$ cat src/rtl/rsk_pkg.sv
// Types, constants and key selection for the record sorter.
package rsk_pkg;

    localparam int FIELD_W  = 32;
    localparam int RECORD_W = 3 * FIELD_W;
    localparam int KEY_SEL_W = 2;

    typedef enum logic [KEY_SEL_W-1:0] {
        KEY_FIELD_ZERO = 2'd0,
        KEY_FIELD_ONE  = 2'd1,
        KEY_FIELD_TWO  = 2'd2
    } key_sel_t;

    typedef struct packed {
        logic signed [FIELD_W-1:0] field_two;
        logic signed [FIELD_W-1:0] field_one;
        logic signed [FIELD_W-1:0] field_zero;
    } record_t;

    typedef struct packed {
        logic load;
        logic shift_out;
    } cell_ctrl_t;

    // Unused selector code falls back to field zero.
    function automatic logic signed [FIELD_W-1:0] key_of(input record_t rec,
                                                         input logic [KEY_SEL_W-1:0] sel);
        logic signed [FIELD_W-1:0] k;
        case (sel)
            KEY_FIELD_ONE: k = rec.field_one;
            KEY_FIELD_TWO: k = rec.field_two;
            default:       k = rec.field_zero;
        endcase
        return k;
    endfunction

endpackage

$ cat src/rtl/rsk_cell.sv
// One cell of the sorting chain: holds a record, inserts on a load or shifts on output.
module rsk_cell
    import rsk_pkg::*;
(
    input  logic                 aclk,
    input  logic                 aresetn,
    input  logic [KEY_SEL_W-1:0] key_sel,
    input  cell_ctrl_t           ctrl,
    input  record_t              new_rec,
    input  record_t              prev_rec,
    input  logic                 prev_valid,
    input  logic                 prev_room,
    input  record_t              next_rec,
    input  logic                 next_valid,
    output record_t              rec,
    output logic                 valid,
    output logic                 make_room
);

    record_t rec_reg, rec_next;
    logic    valid_reg, valid_next;

    // Strictly greater key moves aside, so ties keep arrival order.
    assign make_room = !valid_reg || (key_of(rec_reg, key_sel) > key_of(new_rec, key_sel));

    always_comb begin
        rec_next   = rec_reg;
        valid_next = valid_reg;
        if (ctrl.shift_out) begin
            rec_next   = next_rec;
            valid_next = next_valid;
        end else if (ctrl.load && make_room) begin
            if (prev_room) begin
                rec_next   = prev_rec;
                valid_next = prev_valid;
            end else begin
                rec_next   = new_rec;
                valid_next = 1'b1;
            end
        end
    end

    always_ff @(posedge aclk) begin
        if (!aresetn) begin
            valid_reg <= 1'b0;
        end else begin
            valid_reg <= valid_next;
        end
    end

    always_ff @(posedge aclk) begin
        rec_reg <= rec_next;
    end

    assign rec   = rec_reg;
    assign valid = valid_reg;

endmodule

$ cat config.mk
export PLATFORM = sky130hd
export DESIGN_NAME = rsk_cell
export DESIGN_NICKNAME = d
export VERILOG_FILES = /design/src/rtl/rsk_pkg.sv /design/src/rtl/rsk_cell.sv
export SDC_FILE = /design/constraint.sdc
export NUM_CORES = 1
export LEC_CHECK = 0
export ABC_AREA = 1
export BUFFER_PORTS_ARGS = -buffer_cell sky130_fd_sc_hd__buf_2
export CAP_MARGIN = 20
export CORE_AREA = 2 2 153 155
export CTS_BUF_LIST = sky130_fd_sc_hd__clkbuf_16
export DETAILED_ROUTE_END_ITERATION = 8
export DIE_AREA = 0 0 155 157
export HOLD_SLACK_MARGIN = 0.02
export SYNTH_ARGS = -nofsm -noshare
export SYNTH_HDL_FRONTEND = slang
export SYNTH_SLANG_ARGS = --single-unit
$ cat constraint.sdc
create_clock -name aclk -period 8.23 [get_ports aclk]
set_input_delay 0.823 -clock aclk [delete_from_list [all_inputs] [get_ports aclk]]
set_output_delay 0.823 -clock aclk [all_outputs]
set_load 0.01 [all_outputs]
==> results of run 1 <==
power groups by stage:
stage	Clock, mW	Combinational (mW)	Sequential, mW
after detailed placement	0	0.508	0.656
after global placement	0	0.504	0.655
after global routing	0.506	0.572	0.651
final	0.476	0.506	0.645
after floorplan	0	0.260	0.678
after CTS	0.491	0.510	0.645
final timing paths:
path              start      to  cells after the start
max reg2reg     rec[58]  rec[8]                     15
max          key_sel[0]  rec[8]                     20
min               valid   valid                      2
min reg2reg       valid   valid                      2
stage by stage:
step | area, µm² | hold WS [ps] | utilization (%) | setup WS (ps)
final | 9300 | 633 | 41.3 | 2850
after global routing | 9300 | 695 | 41.3 | 2420
after floorplan | 6830 | 610 | - | 3630
after CTS | 9280 | 647 | 41.2 | 2650
after detailed placement | 8950 | 624 | 39.8 | 2290
after global placement | 8950 | 643 | 39.8 | 2460
worst max-delay path, cell delays in order:
cell and delay [ps]:
buf_2 90, inv_1 40, ha_2 290, buf_4 590, inv_2 410, buf_12 290, nor2_1 110, a21oi_1 50
ha_1 310, nand2_1 80, nor2_2 230, nand4_1 160, nor2_2 130, nand2_1 90, nand4_1 100, nand3_2 90
nand2_2 70, nand2_2 60, nand2_4 560, buf_4 600
layer usage:
layer	track usage (%)	vias up	share of wire (%)	wire, µm
met1	26.2	3718	41	11100
met5	0	-	0	0
met2	37.2	353	49	13400
met4	8.02	0	2.7	731
li1	-	3777	-	-
met3	3.80	51	6.8	1850
cell type report:
type | instances | area share (%)
Clock inverter | 7 | 1.13
Tap cell | 285 | 3.83
Multi-Input combinational cell | 665 | 37.8
Inverter | 36 | 1.48
Sequential cell | 97 | 31.2
Clock buffer | 9 | 2.42
Timing Repair Buffer | 403 | 22.1
synth_stat cells (all sizes together):
cell	instances	area share (%)
clkinv	1	0.055
nand2	156	8.7
o21bai	2	0.22
a221o	46	6.7
nor2	126	7.0
dfxtp	1	0.29
clkbuf	40	2.2
buf	29	1.9
inv	35	1.9
nor4	1	0.092
a21o	2	0.22
nand3	5	0.44
o21a	1	0.11
o31ai	1	0.11
ha	34	6.2
nand4	3	0.27
edfxtp	96	42
o21ai	50	3.7
a21oi	238	18
logic make-up after synthesis:
kind of cell / synth area share (%)
AND/OR/NAND/NOR: 16.6
AO/OA/AOI/OAI: 28.6
flip-flops: 42.5
buffers and inverters: 6.10
adder cells (fa/ha/maj): 6.23
==> impl_metrics.json, run 1 <==
{
  "p_sw_mw": 0.515,
  "synthCells": 867,
  "grt_pass1_wl_mm": 41.0,
  "dp.final_hpwl_mm": 20.3,
  "drt_iter0_markers": 545,
  "avgSynthCellArea_um2": 7.87,
  "drive_gt1_share_pct": 35.6,
  "seqCellArea_um2": 2900,
  "fin_crit_ps": 5380,
  "antenna_found_initial": 0,
  "crit_fanout": 65,
  "synth_nets": 1198,
  "ys_ff_latch": 97,
  "ant_nets": 0,
  "multi_input_comb_area_um2": 3520,
  "p_sw_share_pct": 31.6,
  "r2r_slack_ps": 4410,
  "dp.cells": 1485,
  "syn-cell-area_um2": 6830,
  "io_buffer_count": 394,
  "crit_type": "in -> reg",
  "die_area_um2": 24300,
  "power_density_nw_per_um2": 175,
  "cts_buffers": 9,
  "final_common_cell": "buf_2",
  "via_count": 7899,
  "hp-class": "reg -> reg",
  "status": "complete, no violations",
  "routed_via_density": 5.26,
  "cts_buffer_depth": 2,
  "cp-start-kind": "input pin",
  "clock.fmax_mhz": 186,
  "grt_pass1_vias": 7628,
  "internal-power_mw": 1.11,
  "core_um2": 22500,
  "peakVddDrop_uv": 85.1,
  "initial_core_util_pct": 30.3,
  "relSlewSlack_pct": 46.1,
  "synth-seq-area-share_pct": 42.5,
  "p_leak_nw": 4.36,
  "layout.cells.non_filler": 1502,
  "finalSetupTns_ps": 0,
  "clk_latency_ps": 350,
  "drv_slew": 0,
  "maxCapViolCount": 0,
  "cts_hold_buf": 0,
  "gp_congestion": 0.834,
  "grt_util_all_layers_pct": 21.3,
  "wl_per_cell_um": 18.0,
  "grt_max_degree": 66,
  "yosys_warnings": 0,
  "clockRootBuffer": "clkbuf_16",
  "diodes": 0,
  "fp.dieH_um": 157,
  "n_fill_cell": 2366,
  "endpoint_kind": "flop",
  "fin_worst_skew_ps": 14.9,
  "clk_pin_slew_ps": 70,
  "rows": 55,
  "p_comb_share_pct": 31.1,
  "clock_power_share_pct": 29.2,
  "postCtsSetupRepairBufs": 0,
  "grt-ovfl-total": 0,
  "p_total_mw": 1.63,
  "dr.pass1.iters": 5,
  "rsz0062_at_grt": "false",
  "yosysUniqueCellTypes": 27,
  "period_share_pct": 65.4,
  "cts.repair.resized": 0,
  "die_w_um": 155,
  "layout_common_cells": "buf_2 (392), a21oi_1 (237), nand2_1 (152), nor2_1 (123), edfxtp_1 (96)",
  "nNetsFinal": 1543,
  "cp_data_required_time_ps": 8210,
  "worst_slew_pin_slew_ps": 808,
  "clock_sinks": 97,
  "cts_tree": "done",
  "ctsHtreeMaxLevel": 3,
  "hold_viol": 0,
  "ioPinCount": 395,
  "wirelength_mm": 27.1,
  "critPathArrivalTime_ps": 5360,
  "setup_viol": 0,
  "largest_reg_flops": 96,
  "area_growth_pct": 36.3,
  "pwr-share-seq_pct": 39.6,
  "drc_errors": 0
}
No activity file was read; power rests on OpenSTA's default activity.
==> inputs of run 2 (changes only) <==
==> constraint.sdc (replaced) <==
create_clock -name aclk -period 4.5 [get_ports aclk]
set_input_delay 0.45 -clock aclk [delete_from_list [all_inputs] [get_ports aclk]]
set_output_delay 0.45 -clock aclk [all_outputs]
set_load 0.01 [all_outputs]
==> run 2 against run 1 <==
Cell count grew 0.20%. Via count down 1.9%. Global-route usage is 0.67 points lower. Clock skew shrank 2.6 ps. Hold slack got worse by 280 ps. Clock power grew 51%. Worst setup slack worse by 2000 ps. Largest cell class unchanged.
==> impl_metrics.json, run 2 (synthesis gave the netlist of run 1 again) <==
{
  "diodes": 0,
  "relSlewSlack_pct": 28.6,
  "initial_core_util_pct": 30.3,
  "rsz0062_at_grt": "false",
  "io_buffer_count": 394,
  "die_w_um": 155,
  "core_um2": 22500,
  "p_leak_nw": 4.36,
  "cts_tree": "done",
  "p_total_mw": 2.83,
  "cts_hold_buf": 0,
  "critPathMaxStageDelay_ps": 600,
  "clockRootBuffer": "clkbuf_16",
  "fp.dieH_um": 157,
  "cp_data_required_time_ps": 4050,
  "status": "complete, no violations",
  "critPathArrivalTime_ps": 3190,
  "via_count": 7745,
  "crit_fanout": 35,
  "dp.cells": 1489,
  "cp-start-kind": "input pin",
  "layout_common_cells": "buf_2 (392), a21oi_1 (237), nand2_1 (152), nor2_1 (123), edfxtp_1 (96)",
  "endpoint_kind": "output pin",
  "dp.final_hpwl_mm": 20.1,
  "hp-class": "in -> reg",
  "layout.cells.non_filler": 1505,
  "maxCapViolCount": 0,
  "drive_gt1_share_pct": 35.9,
  "power_density_nw_per_um2": 304,
  "die_area_um2": 24300,
  "crit_type": "in -> out",
  "antenna_found_initial": 0,
  "area_growth_pct": 36.5,
  "grt_pass1_wl_mm": 39.3,
  "clk_pin_slew_ps": 70,
  "cts_buffer_depth": 2,
  "wirelength_mm": 26.4,
  "hold_viol": 0,
  "whs_ps": 355,
  "wl_per_cell_um": 17.5,
  "clock_sinks": 97,
  "cpLargestDelayFamily": "adder cells",
  "fin_worst_skew_ps": 12.3,
  "grt_max_degree": 97,
  "largest_reg_flops": 96,
  "clock.fmax_mhz": 275,
  "drv_slew": 0,
  "postCtsSetupRepairBufs": 0,
  "peakVddDrop_uv": 151,
  "period_share_pct": 80.9,
  "routed_via_density": 5.15,
  "cts_buffers": 9,
  "nNetsFinal": 1546,
  "rows": 55,
  "cts.repair.resized": 0,
  "grt-ovfl-total": 0,
  "grt_util_all_layers_pct": 20.6,
  "worst_slew_pin_slew_ps": 1070,
  "drt_iter0_markers": 571,
  "final_common_cell": "buf_2",
  "drc_errors": 0,
  "finalSetupTns_ps": 0,
  "grt_pass1_vias": 7125,
  "dr.pass1.iters": 5,
  "clk_latency_ps": 350,
  "fin_crit_ps": 3640,
  "ant_nets": 0,
  "gp_congestion": 0.828,
  "ctsHtreeMaxLevel": 3,
  "crit_slowest_cell": "ha_2",
  "crit_buf_inv": 5,
  "path_cells": "buf_2 > inv_1 > ha_2 > buf_12 > inv_2 > o21ai_0 > o21ai_1 > ha_1 > nand2_2 > nor2_2 > nand4_1 > nor2_2 > nand2_1 > nand3_1 > nand2_1 > nand3_2 > nand2_2 > buf_2",
  "setup_viol": 0,
  "final_util_pct": 41.4,
  "ioPinCount": 395
}
## run 2: cell types whose count changed in the layout (fill, tap and decap cells not counted)
cell,change
buf_12,+4
bufinv_16,-3
inv_1,-2
inv_6,+2
buf_4,-1
clkinv_2,+1
clkinv_4,+1
clkinvlp_4,+1
## run 2: worst reg2reg max path, stage by stage, from the launching register on
cell	delay (ps)
edfxtp_1	380
a221o_1	360
o21ai_1	80
inv_1	60
ha_1	270
nand2_1	60
nor2_1	190
nand4_1	200
nor2_2	180
nand2_1	100
nand4_1	110
nand3_2	90
nand2_2	80
nand2_2	60
nand2_4	250
buf_12	250
## run 2: report_power, final
part           switching (mW)  internal (mW)
Clock                   0.344          0.375
Combinational           0.544          0.383
Sequential             0.0589           1.12
## run 2: path summary, 6_finish.rpt
check / start / to / slack (ps) / depth (start not counted)
max: key_sel[0] / make_room / 860 / 18
min: aresetn / valid / 360 / 3
max reg2reg: rec[46] / rec[22] / 1480 / 15
min reg2reg: valid / valid / 620 / 2
## run 2: layout make-up
type                       count  area, µm²
multi-input combinational    665       3520
sequential                    97       2900
clock buffer                   9        225
fill                        2371      13200
inverter                      36        138
timing repair buffer         406       2130
tap                          285        357
clock inverter                 7       46.3
## run 2: per-layer routing
layer,GRT usage (%),vias up,routed length [µm],share of wire [%]
met1,26.2,3582,11000,42
met5,0,-,0,0
met2,36.1,342,13100,50
met4,6.83,0,594,2.3
li1,-,3786,-,-
met3,2.97,35,1650,6.3
## run 2: per-stage QoR
stage	setup WS, ps	area [µm²]
5_1_grt	457	9320
6_report	858	9320
3_5_place_dp	537	9040
2_1_floorplan	268	6830
4_1_cts	843	9320
3_3_place_gp	608	9040
==> inputs of run 3 (changes only) <==
--- a/config.mk
+++ b/config.mk
@@ -8,10 +8,10 @@
 export ABC_AREA = 1
 export BUFFER_PORTS_ARGS = -buffer_cell sky130_fd_sc_hd__buf_2
 export CAP_MARGIN = 20
-export CORE_AREA = 2 2 153 155
+export CORE_AREA = 2 2 155 157
 export CTS_BUF_LIST = sky130_fd_sc_hd__clkbuf_16
 export DETAILED_ROUTE_END_ITERATION = 8
-export DIE_AREA = 0 0 155 157
+export DIE_AREA = 0 0 157 159
 export HOLD_SLACK_MARGIN = 0.02
 export SYNTH_ARGS = -nofsm -noshare
 export SYNTH_HDL_FRONTEND = slang
==> constraint.sdc (replaced) <==
create_clock -name aclk -period 3.8 [get_ports aclk]
set_input_delay 0.38 -clock aclk [delete_from_list [all_inputs] [get_ports aclk]]
set_output_delay 0.38 -clock aclk [all_outputs]
set_load 0.01 [all_outputs]
==> run 3 against run 2 <==
Global-route usage shrank 0.20 points. Routed wire length grew 0.14%. Hold slack lost 45 ps. Cell area grew 1.8%. Count of clock-buffer cells in the layout is the same. Register-to-register slack lost 540 ps. Highest routed layer unchanged.
==> impl_metrics.json, run 3 (synthesis gave the netlist of run 1 again) <==
{
  "status": "complete, no violations",
  "grt_util_all_layers_pct": 20.4,
  "hp-class": "in -> reg",
  "place_ws_ps": 299,
  "reg2regPathDepth": 15,
  "grtUsageMet1_pct": 25.0,
  "cts_hold_buf": 0,
  "drt_iter0_markers": 662,
  "via_count": 7815,
  "cts_buffer_depth": 2,
  "die_w_um": 157,
  "min_from": "aresetn",
  "area_growth_pct": 38.9,
  "fin_worst_skew_ps": 10.4,
  "fin_crit_ps": 3250,
  "nNetsFinal": 1552,
  "critPathArrivalTime_ps": 2870,
  "largest_reg_flops": 96,
  "rows": 56,
  "endpoint_kind": "output pin",
  "cts_tree": "done",
  "drv_slew": 0,
  "final_area_um2": 9480,
  "cts_buffers": 9,
  "busiest_layer": "met2",
  "n_fill_cell": 2399,
  "maxCapViolCount": 0,
  "clock_sinks": 97,
  "grt_pass1_vias": 7643,
  "dp.final_hpwl_mm": 20.7,
  "ant_nets": 0,
  "min_to": "valid",
  "io_buffer_count": 394,
  "clk_latency_ps": 350,
  "whs_path_depth": 3,
  "routed_via_density": 5.05,
  "clock.fmax_mhz": 308,
  "drc_errors": 0,
  "hold_viol": 0,
  "fp.dieH_um": 159,
  "worstReg2RegEnd": "rec[9]",
  "final_common_cell": "buf_2",
  "core_um2": 23200,
  "rsz0062_at_grt": "false",
  "wirelength_mm": 26.4,
  "whs_ps": 310,
  "antenna_found_initial": 1,
  "relSlewSlack_pct": 29.6,
  "ioPinCount": 395,
  "gp_congestion": 0.828,
  "layout_common_cells": "buf_2 (392), a21oi_1 (237), nand2_1 (152), nor2_1 (123), edfxtp_1 (96)",
  "initial_core_util_pct": 29.4,
  "power_density_nw_per_um2": 366,
  "cts.repair.resized": 0,
  "clk_pin_slew_ps": 70,
  "die_area_um2": 25000,
  "crit_type": "in -> out",
  "peakVddDrop_uv": 169,
  "grt_use_met3_pct": 2.99,
  "p_leak_nw": 4.42,
  "setup_ws_ps": 550,
  "cp_data_required_time_ps": 3420,
  "cp-start-kind": "input pin",
  "drive_gt1_share_pct": 36.4,
  "crit_fanout": 34,
  "clockRootBuffer": "clkbuf_16",
  "postCtsSetupRepairBufs": 0,
  "period_share_pct": 85.5,
  "setup_viol": 0,
  "wl_per_cell_um": 17.1,
  "grt-ovfl-total": 0,
  "grt_use_met2_pct": 36.0,
  "ctsHtreeMaxLevel": 3,
  "worst_slew_pin_slew_ps": 1060,
  "finalSetupTns_ps": 0,
  "grt_pass1_wl_mm": 40.5,
  "r2r_slack_ps": 940,
  "grt_max_degree": 97,
  "reg2reg_from": "rec[54]",
  "dr.pass1.iters": 5,
  "place_area_um2": 9180
}
[run 3: cell types whose count changed in the layout (fill, tap and decap cells not counted), sizes merged]
cell,change
clkinvlp,-1
bufinv,+1
diode,+1
buf,+6
inv,+1
clkinv,-1
[run 3: layer usage]
| metal | routed length [µm] | vias to the layer above |
|---|---|---|
| met5 | 0 | - |
| met4 | 708 | 0 |
| met3 | 1860 | 41 |
| met2 | 12900 | 370 |
| li1 | - | 3799 |
| met1 | 10900 | 3605 |
[run 3: final cells by class]
| type | count | area, µm² | area share [%] |
|---|---|---|---|
| flip-flops and latches | 97 | 2900 | 30.6 |
| multi-input cells | 665 | 3520 | 37.1 |
| well taps | 319 | 399 | 4.21 |
| clock inverters | 7 | 75.1 | 0.792 |
| clock buffers | 9 | 225 | 2.37 |
| diodes | 1 | 2.50 | 0.0264 |
| inverters | 36 | 138 | 1.45 |
| repair buffers | 412 | 2220 | 23.5 |
[run 3: how the worst max path moves through the flow]
stage	from	to	slack [ps]
final	key_sel[0]	make_room	550
after global routing	key_sel[0]	make_room	300
after CTS	key_sel[0]	make_room	560
after detailed placement	key_sel[0]	rec[11]	300
after global placement	key_sel[0]	rec[11]	360
after floorplan	key_sel[0]	rec[0]	140
[run 3: critical path, cell delays in order]
cell     delay [ps]
buf_2           100
inv_1            40
ha_2            360
buf_4           370
a221o_1         170
o21ai_0         100
ha_1            300
nand2_1         130
inv_1            50
nand2_1          60
nand2_1          40
nand2_1          50
nand2_1          50
a21oi_1         150
nand3_1          90
nand2_1          80
nand3_2          70
nand2_2          70
buf_2           150
[run 3: per-stage QoR]
stage,util [%],power [mW],std cells
CTS,40.9,3.51,1545
global placement,39.6,2.54,1529
floorplan,-,2.03,867
finish,40.9,3.47,1546
global route,40.9,3.68,1546
detailed placement,39.6,2.55,1529
[run 3: power by group]
part           internal [mW]  switching [mW]  leakage [nW]
combinational          0.469           0.646          3.30
clock                  0.518           0.427         0.151
sequential              1.33          0.0778         0.969
total                   2.32            1.15          4.42
